--- src/rtl/rtfu_pkg.sv ---
`timescale 1ns / 1ps
`default_nettype none

package rtfu_pkg;

	// Instruction codes
	typedef enum logic [4:0] {
		KIND_NOP = 5'd0,
		KIND_XBA = 5'd1,
		KIND_XCE = 5'd2,
		KIND_CLC = 5'd3,
		KIND_SEC = 5'd4,
		KIND_CLI = 5'd5,
		KIND_SEI = 5'd6,
		KIND_CLV = 5'd7,
		KIND_CLD = 5'd8,
		KIND_SED = 5'd9,
		KIND_REP = 5'd10,
		KIND_SEP = 5'd11,
		KIND_TSC = 5'd12,
		KIND_TCD = 5'd13,
		KIND_TDC = 5'd14,
		KIND_TXA = 5'd15,
		KIND_TYA = 5'd16,
		KIND_TXY = 5'd17,
		KIND_TAY = 5'd18,
		KIND_TAX = 5'd19,
		KIND_TYX = 5'd20,
		KIND_TCS = 5'd21,
		KIND_TSX = 5'd22,
		KIND_TXS = 5'd23
	} kind_t;

	// Status bits, NVMXDIZC
	localparam logic [7:0] FLAG_N  = 8'h80;
	localparam logic [7:0] FLAG_V  = 8'h40;
	localparam logic [7:0] FLAG_MX = 8'h30;
	localparam logic [7:0] FLAG_X  = 8'h10;
	localparam logic [7:0] FLAG_D  = 8'h08;
	localparam logic [7:0] FLAG_I  = 8'h04;
	localparam logic [7:0] FLAG_Z  = 8'h02;
	localparam logic [7:0] FLAG_C  = 8'h01;

	localparam logic [7:0] STACK_PAGE_EMU = 8'h01;

	// Programmer-visible register set
	typedef struct packed {
		logic [15:0] acc;
		logic [15:0] idx_x;
		logic [15:0] idx_y;
		logic [15:0] stk;
		logic [15:0] dir;
		logic [7:0]  p;
		logic        e;
	} regs_t;

	localparam regs_t REGS_RESET = '{
		acc:   16'h0000,
		idx_x: 16'h0000,
		idx_y: 16'h0000,
		stk:   16'h01FF,
		dir:   16'h0000,
		p:     8'h34,
		e:     1'b1
	};

endpackage

`default_nettype wire

--- src/rtl/rtfu_in_if.sv ---
`timescale 1ns / 1ps
`default_nettype none

interface rtfu_in_if;
	logic       valid;
	logic       ready;
	logic [4:0] kind;
	logic       word_size;
	logic [7:0] imm_mask;

	modport source (output valid, output kind, output word_size, output imm_mask,
		input ready);
	modport sink (input valid, input kind, input word_size, input imm_mask,
		output ready);
endinterface

`default_nettype wire

--- src/rtl/rtfu_out_if.sv ---
`timescale 1ns / 1ps
`default_nettype none

interface rtfu_out_if;
	logic        valid;
	logic        ready;
	logic [15:0] acc_out;
	logic [15:0] index_x_out;
	logic [15:0] index_y_out;
	logic [15:0] stack_out;
	logic [15:0] direct_out;
	logic [7:0]  status_out;
	logic        emulation_out;

	modport source (output valid, output acc_out, output index_x_out, output index_y_out,
		output stack_out, output direct_out, output status_out, output emulation_out,
		input ready);
	modport sink (input valid, input acc_out, input index_x_out, input index_y_out,
		input stack_out, input direct_out, input status_out, input emulation_out,
		output ready);
endinterface

`default_nettype wire

--- src/rtl/rtfu_exec.sv ---
`timescale 1ns / 1ps
`default_nettype none

module rtfu_exec import rtfu_pkg::*; (
	input  regs_t      cur,
	input  logic [4:0] kind,
	input  logic       word_size,
	input  logic [7:0] imm_mask,
	output regs_t      nxt
);

	// Replace N and Z from an 8-bit value
	function automatic logic [7:0] nz8(input logic [7:0] p, input logic [15:0] v);
		logic [7:0] r;
		r = p & ~(FLAG_N | FLAG_Z);
		if (v[7]) r = r | FLAG_N;
		if (v[7:0] == 8'h00) r = r | FLAG_Z;
		return r;
	endfunction

	// Replace N and Z from a 16-bit value
	function automatic logic [7:0] nz16(input logic [7:0] p, input logic [15:0] v);
		logic [7:0] r;
		r = p & ~(FLAG_N | FLAG_Z);
		if (v[15]) r = r | FLAG_N;
		if (v == 16'h0000) r = r | FLAG_Z;
		return r;
	endfunction

	logic [15:0] src;
	logic [15:0] dst;
	logic [15:0] moved;
	logic [7:0]  moved_p;
	logic [15:0] stk_src;
	logic [15:0] stk_new;

	// Pick the operands of a sized transfer
	always_comb begin
		src = cur.idx_x;
		dst = cur.acc;
		case (kind_t'(kind))
			KIND_TXA: begin src = cur.idx_x; dst = cur.acc;   end
			KIND_TYA: begin src = cur.idx_y; dst = cur.acc;   end
			KIND_TXY: begin src = cur.idx_x; dst = cur.idx_y; end
			KIND_TAY: begin src = cur.acc;   dst = cur.idx_y; end
			KIND_TAX: begin src = cur.acc;   dst = cur.idx_x; end
			KIND_TYX: begin src = cur.idx_y; dst = cur.idx_x; end
			KIND_TSX: begin src = cur.stk;   dst = cur.idx_x; end
			default:  begin src = cur.idx_x; dst = cur.acc;   end
		endcase
	end

	// Sized move: byte keeps the destination high byte
	always_comb begin
		if (word_size) begin
			moved   = src;
			moved_p = nz16(cur.p, src);
		end else begin
			moved   = {dst[15:8], src[7:0]};
			moved_p = nz8(cur.p, src);
		end
	end

	// Transfer into S keeps page one in emulation
	assign stk_src = (kind_t'(kind) == KIND_TXS) ? cur.idx_x : cur.acc;
	assign stk_new = cur.e ? {cur.stk[15:8], stk_src[7:0]} : stk_src;

	// Execute one instruction
	always_comb begin
		nxt = cur;
		case (kind_t'(kind))
			KIND_XBA: begin
				nxt.acc = {cur.acc[7:0], cur.acc[15:8]};
				nxt.p   = nz8(cur.p, {8'h00, cur.acc[15:8]});
			end
			KIND_XCE: begin
				nxt.e = cur.p[0];
				nxt.p = (cur.p & ~FLAG_C) | {7'd0, cur.e};
				if (cur.p[0]) begin
					nxt.p   = nxt.p | FLAG_MX;
					nxt.stk = {STACK_PAGE_EMU, cur.stk[7:0]};
				end
				if ((nxt.p & FLAG_X) != 8'h00) begin
					nxt.idx_x = {8'h00, cur.idx_x[7:0]};
					nxt.idx_y = {8'h00, cur.idx_y[7:0]};
				end
			end
			KIND_CLC: nxt.p = cur.p & ~FLAG_C;
			KIND_SEC: nxt.p = cur.p | FLAG_C;
			KIND_CLI: nxt.p = cur.p & ~FLAG_I;
			KIND_SEI: nxt.p = cur.p | FLAG_I;
			KIND_CLV: nxt.p = cur.p & ~FLAG_V;
			KIND_CLD: nxt.p = cur.p & ~FLAG_D;
			KIND_SED: nxt.p = cur.p | FLAG_D;
			KIND_REP, KIND_SEP: begin
				if (kind_t'(kind) == KIND_REP) nxt.p = cur.p & ~imm_mask;
				else nxt.p = cur.p | imm_mask;
				if (cur.e) nxt.p = nxt.p | FLAG_MX;
				if ((nxt.p & FLAG_X) != 8'h00) begin
					nxt.idx_x = {8'h00, cur.idx_x[7:0]};
					nxt.idx_y = {8'h00, cur.idx_y[7:0]};
				end
			end
			KIND_TSC: begin
				nxt.acc = cur.stk;
				nxt.p   = nz16(cur.p, cur.stk);
			end
			KIND_TCD: begin
				nxt.dir = cur.acc;
				nxt.p   = nz16(cur.p, cur.acc);
			end
			KIND_TDC: begin
				nxt.acc = cur.dir;
				nxt.p   = nz16(cur.p, cur.dir);
			end
			KIND_TXA, KIND_TYA: begin
				nxt.acc = moved;
				nxt.p   = moved_p;
			end
			KIND_TXY, KIND_TAY: begin
				nxt.idx_y = moved;
				nxt.p     = moved_p;
			end
			KIND_TAX, KIND_TYX, KIND_TSX: begin
				nxt.idx_x = moved;
				nxt.p     = moved_p;
			end
			KIND_TCS, KIND_TXS: nxt.stk = stk_new;
			default: nxt = cur;
		endcase
	end

endmodule

`default_nettype wire

--- src/rtl/cpu_register_transfer_flag_unit_core.sv ---
`timescale 1ns / 1ps
`default_nettype none

// Register transfer and flag unit of a 16-bit 6502-family CPU.
// Channel in_ch carries one register-only instruction per transfer (kind,
// word_size, imm_mask). Channel out_ch returns, for every instruction, the
// full register set after it: A, X, Y, S, D, the status byte and E.
// Both channels transfer on a rising edge with valid and ready high.
// The instruction executes while it sits in the input register, and the
// execute logic writes the register file and the result register together;
// out_ch.valid rises when the result register loads.
// Throughput: one instruction per cycle while out_ch does not stall, set by
// the single register-file update path; a new instruction is taken while a
// result waits.
// When out_ch stalls, the result register holds, the input register holds
// one more instruction, and in_ch.ready drops once both are full.
// Reset (arst_n low) empties both stages and loads the hardware reset
// values: A, X, Y, D zero, S 0x01FF, status 0x34, emulation mode on.

module cpu_register_transfer_flag_unit_core import rtfu_pkg::*; (
	input  wire         clk,
	input  wire         arst_n,
	rtfu_in_if.sink     in_ch,
	rtfu_out_if.source  out_ch
);

	logic       valid_s1;
	logic [4:0] kind_s1;
	logic       word_size_s1;
	logic [7:0] imm_mask_s1;
	logic       valid_s2;
	regs_t      res_s2;
	regs_t      regs_q;
	regs_t      regs_nxt;
	logic       ld_s2;
	logic       adv_s1;
	logic       take_in;

	// Handshake: result stage frees when empty or being taken
	assign ld_s2    = !valid_s2 || out_ch.ready;
	assign adv_s1   = valid_s1 && ld_s2;
	assign in_ch.ready = !valid_s1 || ld_s2;
	assign take_in  = in_ch.valid && in_ch.ready;

	// Hold the instruction in the input register
	always_ff @(posedge clk or negedge arst_n) begin
		if (!arst_n) begin
			valid_s1 <= 1'b0;
		end else if (take_in) begin
			valid_s1 <= 1'b1;
		end else if (adv_s1) begin
			valid_s1 <= 1'b0;
		end
	end

	always_ff @(posedge clk) begin
		if (take_in) begin
			kind_s1      <= in_ch.kind;
			word_size_s1 <= in_ch.word_size;
			imm_mask_s1  <= in_ch.imm_mask;
		end
	end

	rtfu_exec u_exec (
		.cur       (regs_q),
		.kind      (kind_s1),
		.word_size (word_size_s1),
		.imm_mask  (imm_mask_s1),
		.nxt       (regs_nxt)
	);

	// Advance the register file on execution
	always_ff @(posedge clk or negedge arst_n) begin
		if (!arst_n) begin
			regs_q   <= REGS_RESET;
			valid_s2 <= 1'b0;
		end else begin
			if (adv_s1) regs_q <= regs_nxt;
			if (ld_s2) valid_s2 <= valid_s1;
		end
	end

	// Capture the result
	always_ff @(posedge clk) begin
		if (adv_s1) res_s2 <= regs_nxt;
	end

	assign out_ch.valid         = valid_s2;
	assign out_ch.acc_out       = res_s2.acc;
	assign out_ch.index_x_out   = res_s2.idx_x;
	assign out_ch.index_y_out   = res_s2.idx_y;
	assign out_ch.stack_out     = res_s2.stk;
	assign out_ch.direct_out    = res_s2.dir;
	assign out_ch.status_out    = res_s2.p;
	assign out_ch.emulation_out = res_s2.e;

	// Emulation mode keeps M, X set and the stack in page one
	a_emu_invariant: assert property (@(posedge clk) disable iff (!arst_n)
		regs_q.e |-> ((regs_q.p & FLAG_MX) == FLAG_MX && regs_q.stk[15:8] == STACK_PAGE_EMU))
		else $error("emulation invariant broken");

	// Registers change only when an instruction executes
	a_state_hold: assert property (@(posedge clk) disable iff (!arst_n)
		!adv_s1 |=> $stable(regs_q))
		else $error("register file changed without an instruction");

	// An executed instruction shows up as a result
	a_result_follows: assert property (@(posedge clk) disable iff (!arst_n)
		adv_s1 |=> (valid_s2 && res_s2 == regs_q))
		else $error("result does not match register file");

	// A pending result blocks execution until taken
	a_no_overwrite: assert property (@(posedge clk) disable iff (!arst_n)
		(valid_s2 && !out_ch.ready) |-> !adv_s1)
		else $error("result overwritten while stalled");

endmodule

`default_nettype wire

--- src/flat_wrapper.sv ---
// flat-port wrapper written by rule: the top's interface ports become plain ports
module cpu_register_transfer_flag_unit_core_flat import rtfu_pkg::*;
  (clk, arst_n, in_ch_valid, in_ch_kind, in_ch_word_size, in_ch_imm_mask, in_ch_ready, out_ch_valid, out_ch_acc_out, out_ch_index_x_out, out_ch_index_y_out, out_ch_stack_out, out_ch_direct_out, out_ch_status_out, out_ch_emulation_out, out_ch_ready);
  rtfu_in_if in_ch_i ();
  rtfu_out_if out_ch_i ();
  input  wire clk;
  input  wire arst_n;
  input wire logic [$bits(in_ch_i.valid)-1:0] in_ch_valid;
  input wire logic [$bits(in_ch_i.kind)-1:0] in_ch_kind;
  input wire logic [$bits(in_ch_i.word_size)-1:0] in_ch_word_size;
  input wire logic [$bits(in_ch_i.imm_mask)-1:0] in_ch_imm_mask;
  output wire logic [$bits(in_ch_i.ready)-1:0] in_ch_ready;
  output wire logic [$bits(out_ch_i.valid)-1:0] out_ch_valid;
  output wire logic [$bits(out_ch_i.acc_out)-1:0] out_ch_acc_out;
  output wire logic [$bits(out_ch_i.index_x_out)-1:0] out_ch_index_x_out;
  output wire logic [$bits(out_ch_i.index_y_out)-1:0] out_ch_index_y_out;
  output wire logic [$bits(out_ch_i.stack_out)-1:0] out_ch_stack_out;
  output wire logic [$bits(out_ch_i.direct_out)-1:0] out_ch_direct_out;
  output wire logic [$bits(out_ch_i.status_out)-1:0] out_ch_status_out;
  output wire logic [$bits(out_ch_i.emulation_out)-1:0] out_ch_emulation_out;
  input wire logic [$bits(out_ch_i.ready)-1:0] out_ch_ready;
  assign in_ch_i.valid = in_ch_valid;
  assign in_ch_i.kind = in_ch_kind;
  assign in_ch_i.word_size = in_ch_word_size;
  assign in_ch_i.imm_mask = in_ch_imm_mask;
  assign in_ch_ready = in_ch_i.ready;
  assign out_ch_valid = out_ch_i.valid;
  assign out_ch_acc_out = out_ch_i.acc_out;
  assign out_ch_index_x_out = out_ch_i.index_x_out;
  assign out_ch_index_y_out = out_ch_i.index_y_out;
  assign out_ch_stack_out = out_ch_i.stack_out;
  assign out_ch_direct_out = out_ch_i.direct_out;
  assign out_ch_status_out = out_ch_i.status_out;
  assign out_ch_emulation_out = out_ch_i.emulation_out;
  assign out_ch_i.ready = out_ch_ready;
  cpu_register_transfer_flag_unit_core u_core (.clk(clk), .arst_n(arst_n), .in_ch(in_ch_i), .out_ch(out_ch_i));
endmodule
--- config.mk ---
export PLATFORM = sky130hd
export DESIGN_NAME = cpu_register_transfer_flag_unit_core_flat
export DESIGN_NICKNAME = d
export VERILOG_FILES = /design/src/rtl/rtfu_pkg.sv /design/src/rtl/rtfu_in_if.sv /design/src/rtl/rtfu_out_if.sv /design/src/rtl/rtfu_exec.sv /design/src/rtl/cpu_register_transfer_flag_unit_core.sv /design/src/flat_wrapper.sv
export SDC_FILE = /design/constraint.sdc
export NUM_CORES = 1
export LEC_CHECK = 0
export BUFFER_PORTS_ARGS = -buffer_cell sky130_fd_sc_hd__buf_2
export CAP_MARGIN = 20
export CORE_MARGIN = 2
export CORE_UTILIZATION = 55
export DETAILED_ROUTE_END_ITERATION = 10
export PLACE_DENSITY_LB_ADDON = 0.12
export SETUP_SLACK_MARGIN = 0.4
export SLEW_MARGIN = 20
export SYNTH_ARGS = -nofsm -noshare
export SYNTH_HDL_FRONTEND = slang
export SYNTH_SLANG_ARGS = --single-unit
--- constraint.sdc ---
create_clock -name clk -period 5.3 [get_ports clk]
set_input_delay 1.06 -clock clk [delete_from_list [all_inputs] [get_ports clk]]
set_output_delay 1.06 -clock clk [all_outputs]
set_load 0.01 [all_outputs]
After elaboration in Yosys (flattened, before gate mapping)
Index checks and enable logic that the tools add are counted.

Flip-flop bits (word level): 194. Input bits: 18. Output and inout port bits: 91. Word-level logic and storage cells: 101.

Equality and inequality tests: 23. Multiplexer cells: 34. Bitwise gates (word level): 4. Reduce and logical (&&, ||, !) cells: 21.

Operators with widths (count): $pmux 16 s3 (3); $pmux 8 s14 (1); $mux 16 (5); $mux 8 (9); $logic_not 16->1 (4); $mux 32 (2); $pmux 16 s2 (2); $pmux 16 s4 (1); $eq 5x4->1 const B (8); $eq 5x5->1 const B (8); $eq 5x3->1 const B (4); $logic_not 8->1 (2); $mux 2 (6); $mux 6 (2); $reduce_or 2->1 (6); $eq 5x2->1 const B (2); $and 8x8->8 (1); $not 8->8 (1); $or 8x1->8 (1); $or 8x8->8 (1); $reduce_or 7->1 (1); $eq 5x1->1 const B (1); $mux 1 (3); $reduce_or 3->1 (1); other kinds (4) (7).

Depth between registers and ports, before layout
Depth after elaboration: 7. Gate-level depth with buffers: 11.

Modules after synthesis
From an unflattened synthesis, not the netlist that was laid out.

Cell total of the unflattened synthesis: 710. Area total of the unflattened synthesis: 9487.8 sq um.

By module, submodules not included: cpu_register_transfer_flag_unit_core (instances 1, cells each 299, area an instance 6879.1 sq um, seq. area each 5386.4 sq um); rtfu_exec (instances 1, cells each 411, area an instance 2608.8 sq um, seq. area each 0.0 sq um).

Least setup slack after synthesis
No wires, ideal clock.

Path type: input port to flip-flop. Start point: input port out_ch_ready. End point: register u_core.res_s2 (netlist bit u_core.out_ch.acc_out[0]) (enable). Library setup time: 0.488 ns. Arrival: 4.337 ns. Required time: 4.812 ns. Path slack: 0.475 ns. Stages on the path: 5. Cells stage by stage: nand2b_1 -> nand2_1 -> inv_2 -> clkbuf_1 -> buf_1.

Longest elaborated chain between the ends: 2.

Ends and longest elaborated chain: from (decl) (line flat_wrapper.sv:21) `input wire logic [$bits(out_ch_i.ready)-1:0] out_ch_ready;`; $logic_or 1x1->1 (line cpu_register_transfer_flag_unit_core.sv:40) `assign ld_s2 = !valid_s2 || out_ch.ready;`; $logic_and 1x1->1 (line cpu_register_transfer_flag_unit_core.sv:41) `assign adv_s1 = valid_s1 && ld_s2;`; via u_core.adv_s1 (line cpu_register_transfer_flag_unit_core.sv:36) `logic adv_s1;`; to (signal assigned) (line cpu_register_transfer_flag_unit_core.sv:85) `if (adv_s1) res_s2 <= regs_nxt;`; to (decl) (line cpu_register_transfer_flag_unit_core.sv:32) `regs_t res_s2;`.

The timed path passes the listed nets, and every way through them passes these cells. A chain may end at the register's enable or synchronous reset.

==> out/metrics.yaml <==
outcome:
  run_status: "complete, no violations"
power:
  p_sw_mw: 1.77
  power_frac_comb_pct: 21.9
  seq_power_share_pct: 52.4
  ir_drop_mv: 0.253
  powerDensity_nw_per_um2: 478
  power_leakage_nw: 4.21
  p_int_mw: 3.22
  clkPwrFrac_pct: 25.7
  sw_frac_of_total_pct: 35.5
sta:
  hold_viol: 0
  fmax_mhz: 275
  drv_slew: 0
  fin_worst_skew_ns: 0.0197
  worst_slack_ns: 1.66
  worst_pin_slew_ns: 1.14
  rsz0062_at_grt: "no"
  finalCriticalPeriod_ns: 3.64
  totalNegativeSetupSlack_ns: 0
  finalCritPeriodShare_pct: 68.7
  finalSetupViolations: 0
  slew_headroom_pct: 24.0
worst_setup_path:
  critPathKind: "reg2reg"
  cp_slowest_stage_delay_ns: 0.85
  worst_setup_path_start_kind: "flop"
  path_cells: "buf_4 -> nand3b_1 -> a21oi_2 -> nor2_1 -> a211oi_1 -> a21oi_1 -> a221o_1 -> mux2_2"
  startpoint: "u_core.kind_s1[1]"
  path_buf_inv: 1
  rr_worst_depth: 8
  worst_path_max_delay_cell: "edfxtp_1"
  cp.arrival_ns: 3.96
  critPathCaptureType: "flop"
  required_ns: 5.62
  r2r_end: "u_core.regs_q[82]"
  critPathTopFamily: "compound AO/OA/AOI/OAI gates"
  ff2ff_setup_slack_ns: 1.66
  cp_max_fo: 24
  timing.rr.start: "u_core.kind_s1[1]"
yosys:
  synth_xor_xnor_area_share_pct: 0
  synth-simple-area-share_pct: 13.7
  synth_enable_flop_cells: 103
  ys.warnings.count: 0
  synthArstFlopShare_pct: 46.9
  ys_types: 64
  synthesis.nets: 849
  synth_fa_ha_area_share_pct: 0
  ys.flop_type: "edfxtp_1"
  syn_area_um2: 9220
  synth.avg_cell_area_um2: 11.1
  synth_cells: 831
  ys_ff_latch: 194
  synth_top_family_by_area: "compound AO/OA/AOI/OAI gates"
  synthMuxAreaShare_pct: 6.79
  seq_area_frac_synth_pct: 58.4
  synth_compound_area_share_pct: 17.8
final_layout:
  stdcell_area_um2: 10400
  drive_gt1_share_pct: 24.4
  nNetsFinal: 927
  antenna_cells: 0
  instances_no_fill: 1142
  syn2layout_area_growth_pct: 13.3
global_route:
  grt-ovfl-total: 0
  antenna_found_initial: 0
  grt_usage_pct: 30.8
  grt_max_degree: 108
  grt_pass1_vias: 7130
  grt_pass1_wl_mm: 41.5
worst_hold_path:
  hold_end: "u_core.out_ch.valid"
  holdPathStages: 1
  hold_class: "reg2reg"
  hold_start: "u_core.valid_s1"
die:
  die_h_um: 133
  die_area_um2: 17800
  die_w_um: 133
  start_util_pct: 56.0
  num_rows: 47
  io_pins: 109
  core_um2: 16500
drt:
  drt_first_iter_violations: 785
  viasPerCell: 6.50
  via_count: 7426
  routed_wl_mm: 27.3
  wire_per_inst_um: 23.9
  ant_nets: 0
  drt_pass1_iterations: 7
  drc: 0
placed_design:
  dp_slack_ns: 1.79
  gp_congestion: 0.974
  place_area_um2: 9860
  dp_hpwl_mm: 18.9
  port_buffers: 108
  dp.cells: 1110
job:
  cap_viol_max_count: 0
clock_tree:
  cts_tree: "done"
  clock-sinks: 194
  post-cts-setup-buffers: 0
  htree_levels: 4
  clk_pin_slew_ns: 0.07
  cts_buffers: 17
  ctsHoldBuffers: 0
  clk_latency_ns: 0.44
  cts-root-buf: "clkbuf_16"
  cts-resized-gates: 0
  clock_path_buffers: 2
-- cells by family (layout without fill, tap and decap cells) --
group	after synthesis	count (layout)
and+or+nand+nor	284	284
AOI/OAI and AO/OA	229	229
DFF	194	194
buffers and inverters	68	159
muxes	56	56
-- synthesized netlist by cell type (12+ instances only) --
cell        n  area, um2
edfxtp_1  103       3090
a22o_1     31        272
mux2_2     48        541
a21oi_1    14       70.1
clkbuf_1   40        150
nor2_1     74        278
nor4_1     13       81.3
dfrtp_1    78       1950
dfstp_2    13        342
o22ai_1    12       75.1
nand2_1   144        541
a221oi_1   16        140
o21ai_0    63        315
-- power groups by stage --
stage / combinational [mW] / clock [mW] / sequential (mW)
after global routing: 1.20 / 1.35 / 2.63
after floorplan: 0.728 / 0 / 2.39
final: 1.09 / 1.28 / 2.61
after detailed placement: 1.08 / 0 / 2.61
after CTS: 1.09 / 1.29 / 2.58
after global placement: 1.05 / 0 / 2.60
-- layout make-up --
type                       instances  area, um2
fill                            1314       6020
sequential                       194       5390
multi-input combinational        569       3530
timing repair buffer             120        633
clock buffer                      18        439
tap                              220        275
clock inverter                    14        144
inverter                           7       31.3
-- state kept, by name, indices dropped and copies added, names as in the netlist --
register                     count
u_core.word_size_s1              1
u_core.out_ch.index_y_out       16
u_core.kind_s1                   5
u_core.out_ch.index_x_out       16
u_core.regs_q                   89
u_core.out_ch.stack_out         16
u_core.out_ch.status_out         8
u_core.out_ch.emulation_out      1
u_core.out_ch.direct_out        16
u_core.out_ch.acc_out           16
u_core.valid_s1                  1
u_core.imm_mask_s1               8
u_core.out_ch.valid              1
-- worst register-to-register path: cells and delay by family, from the launching register on --
family	cells	cell delay (ns)
flops	1	0.85
buf+inv	1	0.35
compound gates	4	1.59
simple gates	2	0.47
mux	1	0.27
-- stage by stage --
stage,util [%],hold WS [ns],power [mW]
floorplan,-,0.442,3.12
global placement,59.9,0.455,3.65
detailed placement,59.9,0.486,3.69
CTS,63.4,0.511,4.96
global route,63.4,0.524,5.18
finish,63.4,0.505,4.99
-- how the worst max path moves through the flow --
stage,slack (ns),depth (start not counted),endpoint
floorplan,0.48,5,u_core.out_ch.acc_out[0]
global placement,1.87,7,u_core.out_ch.status_out[1]
detailed placement,1.79,8,u_core.regs_q[83]
CTS,1.76,8,u_core.regs_q[82]
global route,1.50,7,u_core.regs_q[82]
finish,1.66,8,u_core.regs_q[82]
-- layout by cell type (no fill, tap or decap), types with 3 or more instances in the layout --
cell	netlist	layout
a22oi_1	5	5
o21ai_0	63	63
a21oi_2	3	3
and4_1	3	3
clkbuf_16	0	17
inv_6	0	5
o2bb2ai_1	4	4
mux2i_1	7	7
nor2_1	74	74
nor2b_1	7	7
o211ai_1	7	7
and3_1	4	4
a21o_1	11	11
dfrtp_1	78	78
nand2b_1	10	10
mux2_2	48	48
inv_1	5	5
o21a_1	7	7
nor4_1	13	13
a31oi_1	7	7
a221oi_1	16	16
o22ai_1	12	12
a222oi_1	11	11
a221o_1	6	6
nand3_1	7	7
inv_8	0	3
edfxtp_1	103	103
a32oi_1	4	4
a21oi_1	14	14
buf_2	10	107
nand2_1	144	144
buf_4	2	13
and2_1	6	6
a22o_1	31	31
dfstp_2	13	13
a211oi_1	11	11
-- metal layers --
| metal | global-route usage [%] | routed length, um | share of wire [%] | vias up |
|---|---|---|---|---|
| met1 | 41.9 | 11200 | 41 | 3658 |
| met3 | 6.35 | 2240 | 8.2 | 82 |
| met2 | 47.5 | 12700 | 46 | 428 |
| met4 | 15.3 | 1190 | 4.3 | 0 |
| met5 | 0 | 0 | 0 | - |
| li1 | - | - | - | 3258 |
(Power assumes the default switching activity.)
